==> config.mk <==
export PLATFORM = sky130hd
export DESIGN_NAME = query_timeout_table_core
export DESIGN_NICKNAME = d
export VERILOG_FILES = /design/src/rtl/core/qtt_pkg.sv /design/src/rtl/core/qtt_cell.sv /design/src/rtl/core/query_timeout_table_core.sv
export VERILOG_INCLUDE_DIRS = /design/src /design/src/rtl/core
export SDC_FILE = /design/constraint.sdc
export NUM_CORES = 2
export LEC_CHECK = 0
export BUFFER_PORTS_ARGS = -buffer_cell sky130_fd_sc_hd__buf_2
export CORE_MARGIN = 8
export CORE_UTILIZATION = 65
export DETAILED_ROUTE_END_ITERATION = 16
export GPL_TIMING_DRIVEN = 0
export PLACE_DENSITY_LB_ADDON = 0.15
export SLEW_MARGIN = 30
export SYNTH_ARGS = -nofsm -noshare
export SYNTH_HDL_FRONTEND = slang
export SYNTH_HIERARCHICAL = 1
export SYNTH_SLANG_ARGS = --single-unit
==> constraint.sdc <==
create_clock -name clk -period 25.2 [get_ports clk]
set_input_delay 6.3 -clock clk [delete_from_list [all_inputs] [get_ports clk]]
set_output_delay 6.3 -clock clk [all_outputs]
set_load 0.1 [all_outputs]
==> src/rtl/core/assert_macros.svh <==
// assertion macros shared by the rtl
// no dependencies; included by files that carry concurrent checks
`ifndef ASSERT_MACROS_SVH
`define ASSERT_MACROS_SVH

// same-cycle implication, disabled while in reset
`define QTT_ASSERT_IMP(label, clk, rst_n, ante, cons) \
    label: assert property (@(posedge clk) disable iff (!rst_n) (ante) |-> (cons)) \
        else $error("same-cycle check failed");

// next-cycle implication, disabled while in reset
`define QTT_ASSERT_NXT(label, clk, rst_n, ante, cons) \
    label: assert property (@(posedge clk) disable iff (!rst_n) (ante) |=> (cons)) \
        else $error("next-cycle check failed");

`endif

==> src/rtl/core/qtt_pkg.sv <==
// shared types and constants for the query timeout table
// no dependencies; used by qtt_cell and query_timeout_table_core
package qtt_pkg;

    localparam int TABLE_DEPTH_DEF = 16;

    localparam logic [1:0] FUNC_INSERT = 2'd0;
    localparam logic [1:0] FUNC_LOOKUP = 2'd1;
    localparam logic [1:0] FUNC_REMOVE = 2'd2;
    localparam logic [1:0] FUNC_EXPIRE = 2'd3;

    typedef struct packed {
        logic [63:0] id;
        logic [3:0]  kind;
        logic [63:0] start;
        logic [31:0] timeout;
    } qtt_entry_t;

    // per-cycle command broadcast to every cell
    typedef struct packed {
        logic shift;
        logic load;
    } qtt_cell_ctrl_t;

endpackage

==> src/rtl/core/qtt_cell.sv <==
// one table slot: loads a word when addressed, else takes its upper neighbor on shift
// depends on qtt_pkg
module qtt_cell
    import qtt_pkg::*;
#(
    parameter int TABLE_DEPTH = TABLE_DEPTH_DEF,
    parameter int IDX = 0,
    localparam int IDX_W = $clog2(TABLE_DEPTH)
)
(
    input  logic           clk,
    input  qtt_cell_ctrl_t ctrl,
    input  logic [IDX_W-1:0] ptr,
    input  qtt_entry_t     load_data,
    input  qtt_entry_t     nbr,
    output qtt_entry_t     entry
);

    qtt_entry_t entry_reg;
    qtt_entry_t entry_next;

    always_comb
    begin
        entry_next = entry_reg;
        if (ctrl.load && (ptr == IDX_W'(IDX)))
        begin
            entry_next = load_data;
        end
        else if (ctrl.shift)
        begin
            entry_next = nbr;
        end
    end

    always_ff @(posedge clk)
    begin
        entry_reg <= entry_next;
    end

    assign entry = entry_reg;

endmodule

==> src/rtl/core/query_timeout_table_core.sv <==
// query timeout table top level: control sequencer plus a row of table cells
// depends on qtt_pkg, qtt_cell and assert_macros.svh
//
// usage: drive func and the operand ports with start high; the word is taken
// at a rising edge where start is high and busy is low. busy stays high while
// a scan runs; start is ignored then.
// insert appends at the tail (refused when full) and shows its result in the next cycle.
// lookup, remove and expire rotate the whole table once through the head cell:
// each cycle every cell takes its upper neighbor and the head word is either
// written back at the tail or dropped, so survivors keep their order. on an
// empty table these skip the scan and show their result in the next cycle.
// the expiry check (65-bit add and compare) sits on the head cell only.
// the result is shown for one cycle with done high; the receiver cannot stall,
// and a new word may be started in the same cycle that done is high.
// reset empties the table at once (count_reg to zero, no clearing pass);
// table contents are left as they are and only written entries are read.
module query_timeout_table_core
    import qtt_pkg::*;
#(
    parameter int TABLE_DEPTH = TABLE_DEPTH_DEF,
    localparam int IDX_W = $clog2(TABLE_DEPTH),
    localparam int CNT_W = $clog2(TABLE_DEPTH + 1)
)
(
    input  logic              clk,
    input  logic              rst_n,
    input  logic              start,
    output logic              busy,
    input  logic [1:0]        func,
    input  logic [63:0]       req_id,
    input  logic [3:0]        query_kind,
    input  logic [63:0]       start_ms,
    input  logic [31:0]       limit_ms,
    input  logic [63:0]       now_ms,
    output logic              done,
    output logic              ok,
    output logic [3:0]        found_kind,
    output logic [63:0]       found_start_ms,
    output logic [31:0]       found_limit_ms,
    output logic [CNT_W-1:0]  purged_count,
    output logic [CNT_W-1:0]  entry_count
);

`include "assert_macros.svh"

    typedef enum logic [1:0] {
        ST_IDLE = 2'b01,
        ST_SCAN = 2'b10
    } state_t;

    state_t st_reg, st_next;
    logic [CNT_W-1:0] count_reg, count_next;
    logic [CNT_W-1:0] left_reg, left_next;
    logic             hit_reg, hit_next;
    logic             done_reg, done_next;
    logic [1:0]       op_reg, op_next;
    logic [63:0]      key_reg, key_next;
    logic [63:0]      now_reg, now_next;

    logic             ok_reg, ok_next;
    logic [3:0]       fkind_reg, fkind_next;
    logic [63:0]      fstart_reg, fstart_next;
    logic [31:0]      ftime_reg, ftime_next;
    logic [CNT_W-1:0] expc_reg, expc_next;
    logic [CNT_W-1:0] entc_reg, entc_next;

    qtt_entry_t       cell_q [TABLE_DEPTH];
    qtt_entry_t       head;
    qtt_entry_t       in_entry;
    qtt_entry_t       load_data;
    qtt_cell_ctrl_t   cell_ctrl;
    logic [IDX_W-1:0] ptr;
    logic [CNT_W-1:0] count_m1;
    logic [64:0]      deadline;
    logic             id_hit;
    logic             exp_hit;
    logic             first_hit;
    logic             drop;
    logic             word_take;
    logic [CNT_W:0]   reply_total;

    // row of cells
    for (genvar g = 0; g < TABLE_DEPTH; g++)
    begin : g_cell
        qtt_entry_t nbr;
        if (g == TABLE_DEPTH - 1)
        begin : g_last
            assign nbr = cell_q[g];
        end
        else
        begin : g_mid
            assign nbr = cell_q[g + 1];
        end

        qtt_cell #(
            .TABLE_DEPTH (TABLE_DEPTH),
            .IDX         (g)
        ) u_cell (
            .clk       (clk),
            .ctrl      (cell_ctrl),
            .ptr       (ptr),
            .load_data (load_data),
            .nbr       (nbr),
            .entry     (cell_q[g])
        );
    end

    assign head = cell_q[0];

    always_comb
    begin
        in_entry.id      = req_id;
        in_entry.kind    = query_kind;
        in_entry.start   = start_ms;
        in_entry.timeout = limit_ms;
    end

    assign load_data = (st_reg == ST_SCAN) ? head : in_entry;
    assign count_m1  = count_reg - CNT_W'(1);

    // head cell checks; deadline carry out means it never expires
    assign deadline  = {1'b0, head.start} + {33'd0, head.timeout};
    assign exp_hit   = {1'b0, now_reg} > deadline;
    assign id_hit    = (head.id == key_reg);
    assign first_hit = !hit_reg && id_hit;

    always_comb
    begin
        unique case (op_reg)
            FUNC_INSERT: drop = 1'b0;
            FUNC_LOOKUP: drop = 1'b0;
            FUNC_REMOVE: drop = first_hit;
            FUNC_EXPIRE: drop = exp_hit;
            default:     drop = 1'b0;
        endcase
    end

    always_comb
    begin
        st_next     = st_reg;
        count_next  = count_reg;
        left_next   = left_reg;
        hit_next    = hit_reg;
        done_next   = 1'b0;
        op_next     = op_reg;
        key_next    = key_reg;
        now_next    = now_reg;
        ok_next     = ok_reg;
        fkind_next  = fkind_reg;
        fstart_next = fstart_reg;
        ftime_next  = ftime_reg;
        expc_next   = expc_reg;
        entc_next   = entc_reg;
        cell_ctrl   = '0;
        ptr         = count_reg[IDX_W-1:0];

        unique case (st_reg)
            ST_IDLE:
            begin
                if (start)
                begin
                    op_next     = func;
                    key_next    = req_id;
                    now_next    = now_ms;
                    hit_next    = 1'b0;
                    left_next   = count_reg;
                    fkind_next  = '0;
                    fstart_next = '0;
                    ftime_next  = '0;
                    expc_next   = '0;
                    entc_next   = count_reg;
                    ok_next     = 1'b0;
                    if (func == FUNC_INSERT)
                    begin
                        done_next = 1'b1;
                        if (count_reg < CNT_W'(TABLE_DEPTH))
                        begin
                            cell_ctrl.load = 1'b1;
                            count_next     = count_reg + CNT_W'(1);
                            entc_next      = count_reg + CNT_W'(1);
                            ok_next        = 1'b1;
                        end
                    end
                    else if (count_reg == '0)
                    begin
                        done_next = 1'b1;
                        ok_next   = (func == FUNC_EXPIRE);
                    end
                    else
                    begin
                        st_next = ST_SCAN;
                    end
                end
            end
            ST_SCAN:
            begin
                // every cell takes its neighbor; kept head word goes to the new tail
                cell_ctrl.shift = 1'b1;
                cell_ctrl.load  = !drop;
                ptr             = count_m1[IDX_W-1:0];
                count_next      = drop ? count_m1 : count_reg;
                left_next       = left_reg - CNT_W'(1);
                if (first_hit && ((op_reg == FUNC_LOOKUP) || (op_reg == FUNC_REMOVE)))
                begin
                    hit_next = 1'b1;
                end
                if (first_hit && (op_reg == FUNC_LOOKUP))
                begin
                    fkind_next  = head.kind;
                    fstart_next = head.start;
                    ftime_next  = head.timeout;
                end
                if ((op_reg == FUNC_EXPIRE) && drop)
                begin
                    expc_next = expc_reg + CNT_W'(1);
                end
                if (left_reg == CNT_W'(1))
                begin
                    st_next   = ST_IDLE;
                    done_next = 1'b1;
                    ok_next   = (op_reg == FUNC_EXPIRE) || hit_next;
                    entc_next = count_next;
                end
            end
            default:
            begin
                st_next = ST_IDLE;
            end
        endcase
    end

    always_ff @(posedge clk or negedge rst_n)
    begin
        if (!rst_n)
        begin
            st_reg    <= ST_IDLE;
            count_reg <= '0;
            left_reg  <= '0;
            hit_reg   <= 1'b0;
            done_reg  <= 1'b0;
        end
        else
        begin
            st_reg    <= st_next;
            count_reg <= count_next;
            left_reg  <= left_next;
            hit_reg   <= hit_next;
            done_reg  <= done_next;
        end
    end

    always_ff @(posedge clk)
    begin
        op_reg     <= op_next;
        key_reg    <= key_next;
        now_reg    <= now_next;
        ok_reg     <= ok_next;
        fkind_reg  <= fkind_next;
        fstart_reg <= fstart_next;
        ftime_reg  <= ftime_next;
        expc_reg   <= expc_next;
        entc_reg   <= entc_next;
    end

    assign busy           = (st_reg == ST_SCAN);
    assign done           = done_reg;
    assign ok             = ok_reg;
    assign found_kind     = fkind_reg;
    assign found_start_ms = fstart_reg;
    assign found_limit_ms = ftime_reg;
    assign purged_count   = expc_reg;
    assign entry_count    = entc_reg;

    assign word_take   = start && !busy;
    assign reply_total = {1'b0, expc_reg} + {1'b0, entc_reg};

    `QTT_ASSERT_IMP(a_count_bound, clk, rst_n, 1'b1, count_reg <= CNT_W'(TABLE_DEPTH))
    `QTT_ASSERT_IMP(a_no_done_in_scan, clk, rst_n, st_reg == ST_SCAN, !done_reg)
    `QTT_ASSERT_NXT(a_insert_one_cycle, clk, rst_n, word_take && (func == FUNC_INSERT), done_reg)
    `QTT_ASSERT_IMP(a_result_sum, clk, rst_n, done_reg, reply_total <= (CNT_W + 1)'(TABLE_DEPTH))

endmodule

==> results.sh <==
export IMPL_status="finished clean"
export IMPL_wl_mm=287
export IMPL_finalSetupViolCount=0
export IMPL_drc_errors=0
export IMPL_syn_inst=6866
export IMPL_dpl_hpwl_mm=201
export IMPL_vias=64303
export IMPL_die_w_um=467
export IMPL_maxSlewViolCount=0
export IMPL_timing_final_crit_share=0.409
export IMPL_clockBufferDepth=4
export IMPL_maxCapViolations=0
export IMPL_clock_sinks=2879
export IMPL_min_path_type="reg -> reg"
export IMPL_ctsResizeCount=0
export IMPL_final_cells=10500
export IMPL_antenna_found_initial=13
export IMPL_setup_slack_ns=14.89
export IMPL_clk_pin_slew_ns=0.06
export IMPL_relSlewSlack=0.293
export IMPL_path_max_fanout=40
export IMPL_ant_nets=0
export IMPL_synthTopCellsByArea="edfxtp_1, mux2_4, mux2_1, mux2_2, buf_6"
export IMPL_cpMaxStageDelayCell="a31oi_2"
export IMPL_cp_required_ns=25.81
export IMPL_synth_edf_count=2865
export IMPL_r2r_setup_slack_ns=14.89
export IMPL_fp_coreArea_mm2=0.202
export IMPL_ys_seq_area_frac=0.655
export IMPL_cts_tree="yes"
export IMPL_swShare=0.290
export IMPL_p_comb_frac=0.233
export IMPL_dr_pass1_iters=5
export IMPL_hold_violations=0
export IMPL_synth_nets=7206
export IMPL_drtIter0Drc=5020
export IMPL_synth_adder_area_share=0.0102
export IMPL_synthesis_area_mm2=0.132
export IMPL_cp_start_kind="register"
export IMPL_ios=346
export IMPL_grt_overflow=0
export IMPL_synth_compound_area_frac=0.0166
export IMPL_synth_warnings=6
export IMPL_dieHeight_um=467
export IMPL_track_usage=0.260
export IMPL_cpMostUsedCell="nand4_1"
export IMPL_synth_top_area_frac=0.652
export IMPL_p_int_mw=10.4
export IMPL_synth_seq_cells=2879
export IMPL_layout_drive_gt1_share=0.403
export IMPL_numCtsBuffers=310
export IMPL_largest_reg_flops=2624
export IMPL_rows=165
export IMPL_rr_endpoint="g_cell[3].u_cell/entry[28]"
export IMPL_synthArstFlopShare=0.00486
export IMPL_synth_top_family_by_area="multiplexers"
export IMPL_vias_per_cell=6.12
export IMPL_hold_end="g_cell[7].u_cell/entry[103]"
export IMPL_r2r_start="g_cell[0].u_cell/entry[10]"
export IMPL_htreeDepth=5
export IMPL_synth_top_flop_cell="edfxtp_1"
export IMPL_rsz0062_at_grt="no"
export IMPL_grt_max_degree=49
export IMPL_grt_pass1_wl_mm=429
export IMPL_syn_to_final_growth_pct=12.4
export IMPL_netlist_top_cells_count="edfxtp_1, mux2_4, mux2_1, mux2_2, buf_6"
export IMPL_pre_cts_ws_ns=14.42
export IMPL_p_sw_mw=4.25
export IMPL_start_util=0.654
export IMPL_p_seq_frac=0.476
export IMPL_ir_worst_vdd_uv=89.4
export IMPL_endpoint_kind="register"
export IMPL_ctsHoldBuffers=0
export IMPL_cpPeakStageDelay_ns=0.78
export IMPL_grt_pass1_vias=67066
export IMPL_p_clk_frac=0.291
export IMPL_yosys_area_top_type="edfxtp_1"
export IMPL_portBuffers=345
export IMPL_clk_latency_ns=0.94
export IMPL_tns_ns=0
export IMPL_min_path_cells=1
export IMPL_reg2regPathDepth=28
export IMPL_muxShareOfSynthArea=0.269
export IMPL_fin_crit_ns=10.31
export IMPL_nets=7938
export IMPL_dieArea_mm2=0.218
export IMPL_synth_most_common_cell="edfxtp_1"
export IMPL_power_density_mw_per_mm2=98.8
export IMPL_root_buffer="clkbuf_16"
export IMPL_max_freq_mhz=97.0
export IMPL_hp_start="g_cell[8].u_cell/entry[103]"
export IMPL_gp_congestion=0.921
export IMPL_p_leak_nw=57.2
export IMPL_synth_simple_gate_area_frac=0.0162
export IMPL_critPathKind="reg -> reg"
export IMPL_cts_setup_buffers=0
export IMPL_worst_slew_pin_slew_ns=1.06
export IMPL_synth_distinct_cells=68
export IMPL_dp_cells=9958
export IMPL_synth_avg_cell_area_um2=19.2
export IMPL_clock_skew_ns=0.0421
export IMPL_n_fill_cell=11885
export IMPL_worstPathArrival_ns=10.92
export IMPL_wl_per_cell_um=27.3
export IMPL_synthXorXnorAreaFrac=0.00763
-- power by group through the flow --
stage	clock (mW)	sequential (mW)	combinational (mW)
after floorplan	0	7.60	1.90
after global placement	0	7.46	3.08
after detailed placement	0	7.08	3.40
after CTS	4.34	6.99	3.42
after global routing	4.51	7.06	3.62
final	4.26	6.99	3.42
-- logic make-up after synthesis --
logic type | Yosys count
multiplexers | 2692
adder cells (fa/ha/maj) | 107
AND/OR/NAND/NOR | 379
buffers and inverters | 381
AO/OA/AOI/OAI | 313
flip-flops | 2879
XOR/XNOR | 115
-- layout make-up --
| class | count | area [µm²] | area share |
|---|---|---|---|
| Sequential cell | 2879 | 86400 | 0.582 |
| Buffer | 332 | 3240 | 0.0218 |
| Tap cell | 2672 | 3340 | 0.0225 |
| Multi-Input combinational cell | 3606 | 42400 | 0.285 |
| Clock inverter | 157 | 1200 | 0.00807 |
| Timing Repair Buffer | 420 | 3490 | 0.0235 |
| Inverter | 49 | 184 | 0.00124 |
| Clock buffer | 378 | 8160 | 0.0550 |
| Antenna cell | 7 | 17.5 | 0.000118 |
-- critical path, delay by kind of cell (launching register included) --
kind,cells,cell delay (ns)
adders and majority gates,2,0.78
buffers and inverters,7,2.01
AOI/OAI and AO/OA,10,3.39
and+or+nand+nor,8,2.93
xor gates and xnor gates,1,0.15
DFF,1,0.54
-- how the worst max path moves through the flow --
stage / from / endpoint / slack, ns / depth (start not counted)
2_1_floorplan: start / g_cell[15].u_cell/entry[0] / 9.98 / 8
3_3_place_gp: start / g_cell[12].u_cell/entry[25] / 3.68 / 8
3_5_place_dp: start / g_cell[12].u_cell/entry[25] / 14.42 / 11
4_1_cts: g_cell[0].u_cell/entry[10] / g_cell[3].u_cell/entry[28] / 14.66 / 29
5_1_grt: g_cell[0].u_cell/entry[10] / g_cell[3].u_cell/entry[28] / 14.51 / 28
6_report: g_cell[0].u_cell/entry[10] / g_cell[3].u_cell/entry[28] / 14.89 / 28
-- metrics by stage --
stage | hold slack, ns | cell area, µm² | util | power [mW]
after global routing | 0.535 | 148000 | 0.735 | 15.2
final | 0.516 | 148000 | 0.735 | 14.7
after floorplan | 0.503 | 132000 | - | 9.50
after global placement | 0.509 | 137000 | 0.679 | 10.5
after CTS | 0.519 | 148000 | 0.735 | 14.8
after detailed placement | 0.517 | 139000 | 0.688 | 10.5
-- placed cells by master (no fill, tap or decap), types with 8 or more instances in the layout --
master,netlist,layout
buf_12,0,32
xnor2_1,69,66
clkinv_2,0,49
nand4_1,34,34
and3_1,11,11
nor4_1,14,12
mux2_4,1377,1377
nand2_1,63,63
clkbuf_16,0,317
buf_2,19,364
inv_1,49,49
o21ai_0,23,23
buf_6,252,252
xor2_1,46,45
dfrtp_1,13,13
a21oi_1,74,72
nand3_1,24,24
a21o_1,125,125
nor2_1,48,46
ha_1,106,106
buf_4,19,19
edfxtp_1,2865,2865
mux2_2,613,613
o22ai_1,8,8
clkinv_1,0,79
buf_16,0,38
nor2b_1,11,11
clkbuf_1,37,91
mux2_1,698,698
and2_1,99,98
bufinv_16,0,19
nor3_1,27,26
a211oi_1,8,8
nand2b_4,0,16
-- layer usage --
layer,vias to the layer above,global-route usage,part of all wire
met3,608,0.0435,0.062
met5,-,0,0.000073
met2,2101,0.439,0.49
met1,33044,0.339,0.40
li1,28546,-,-
met4,4,0.104,0.044
Power figures use the tool's default switching activity.
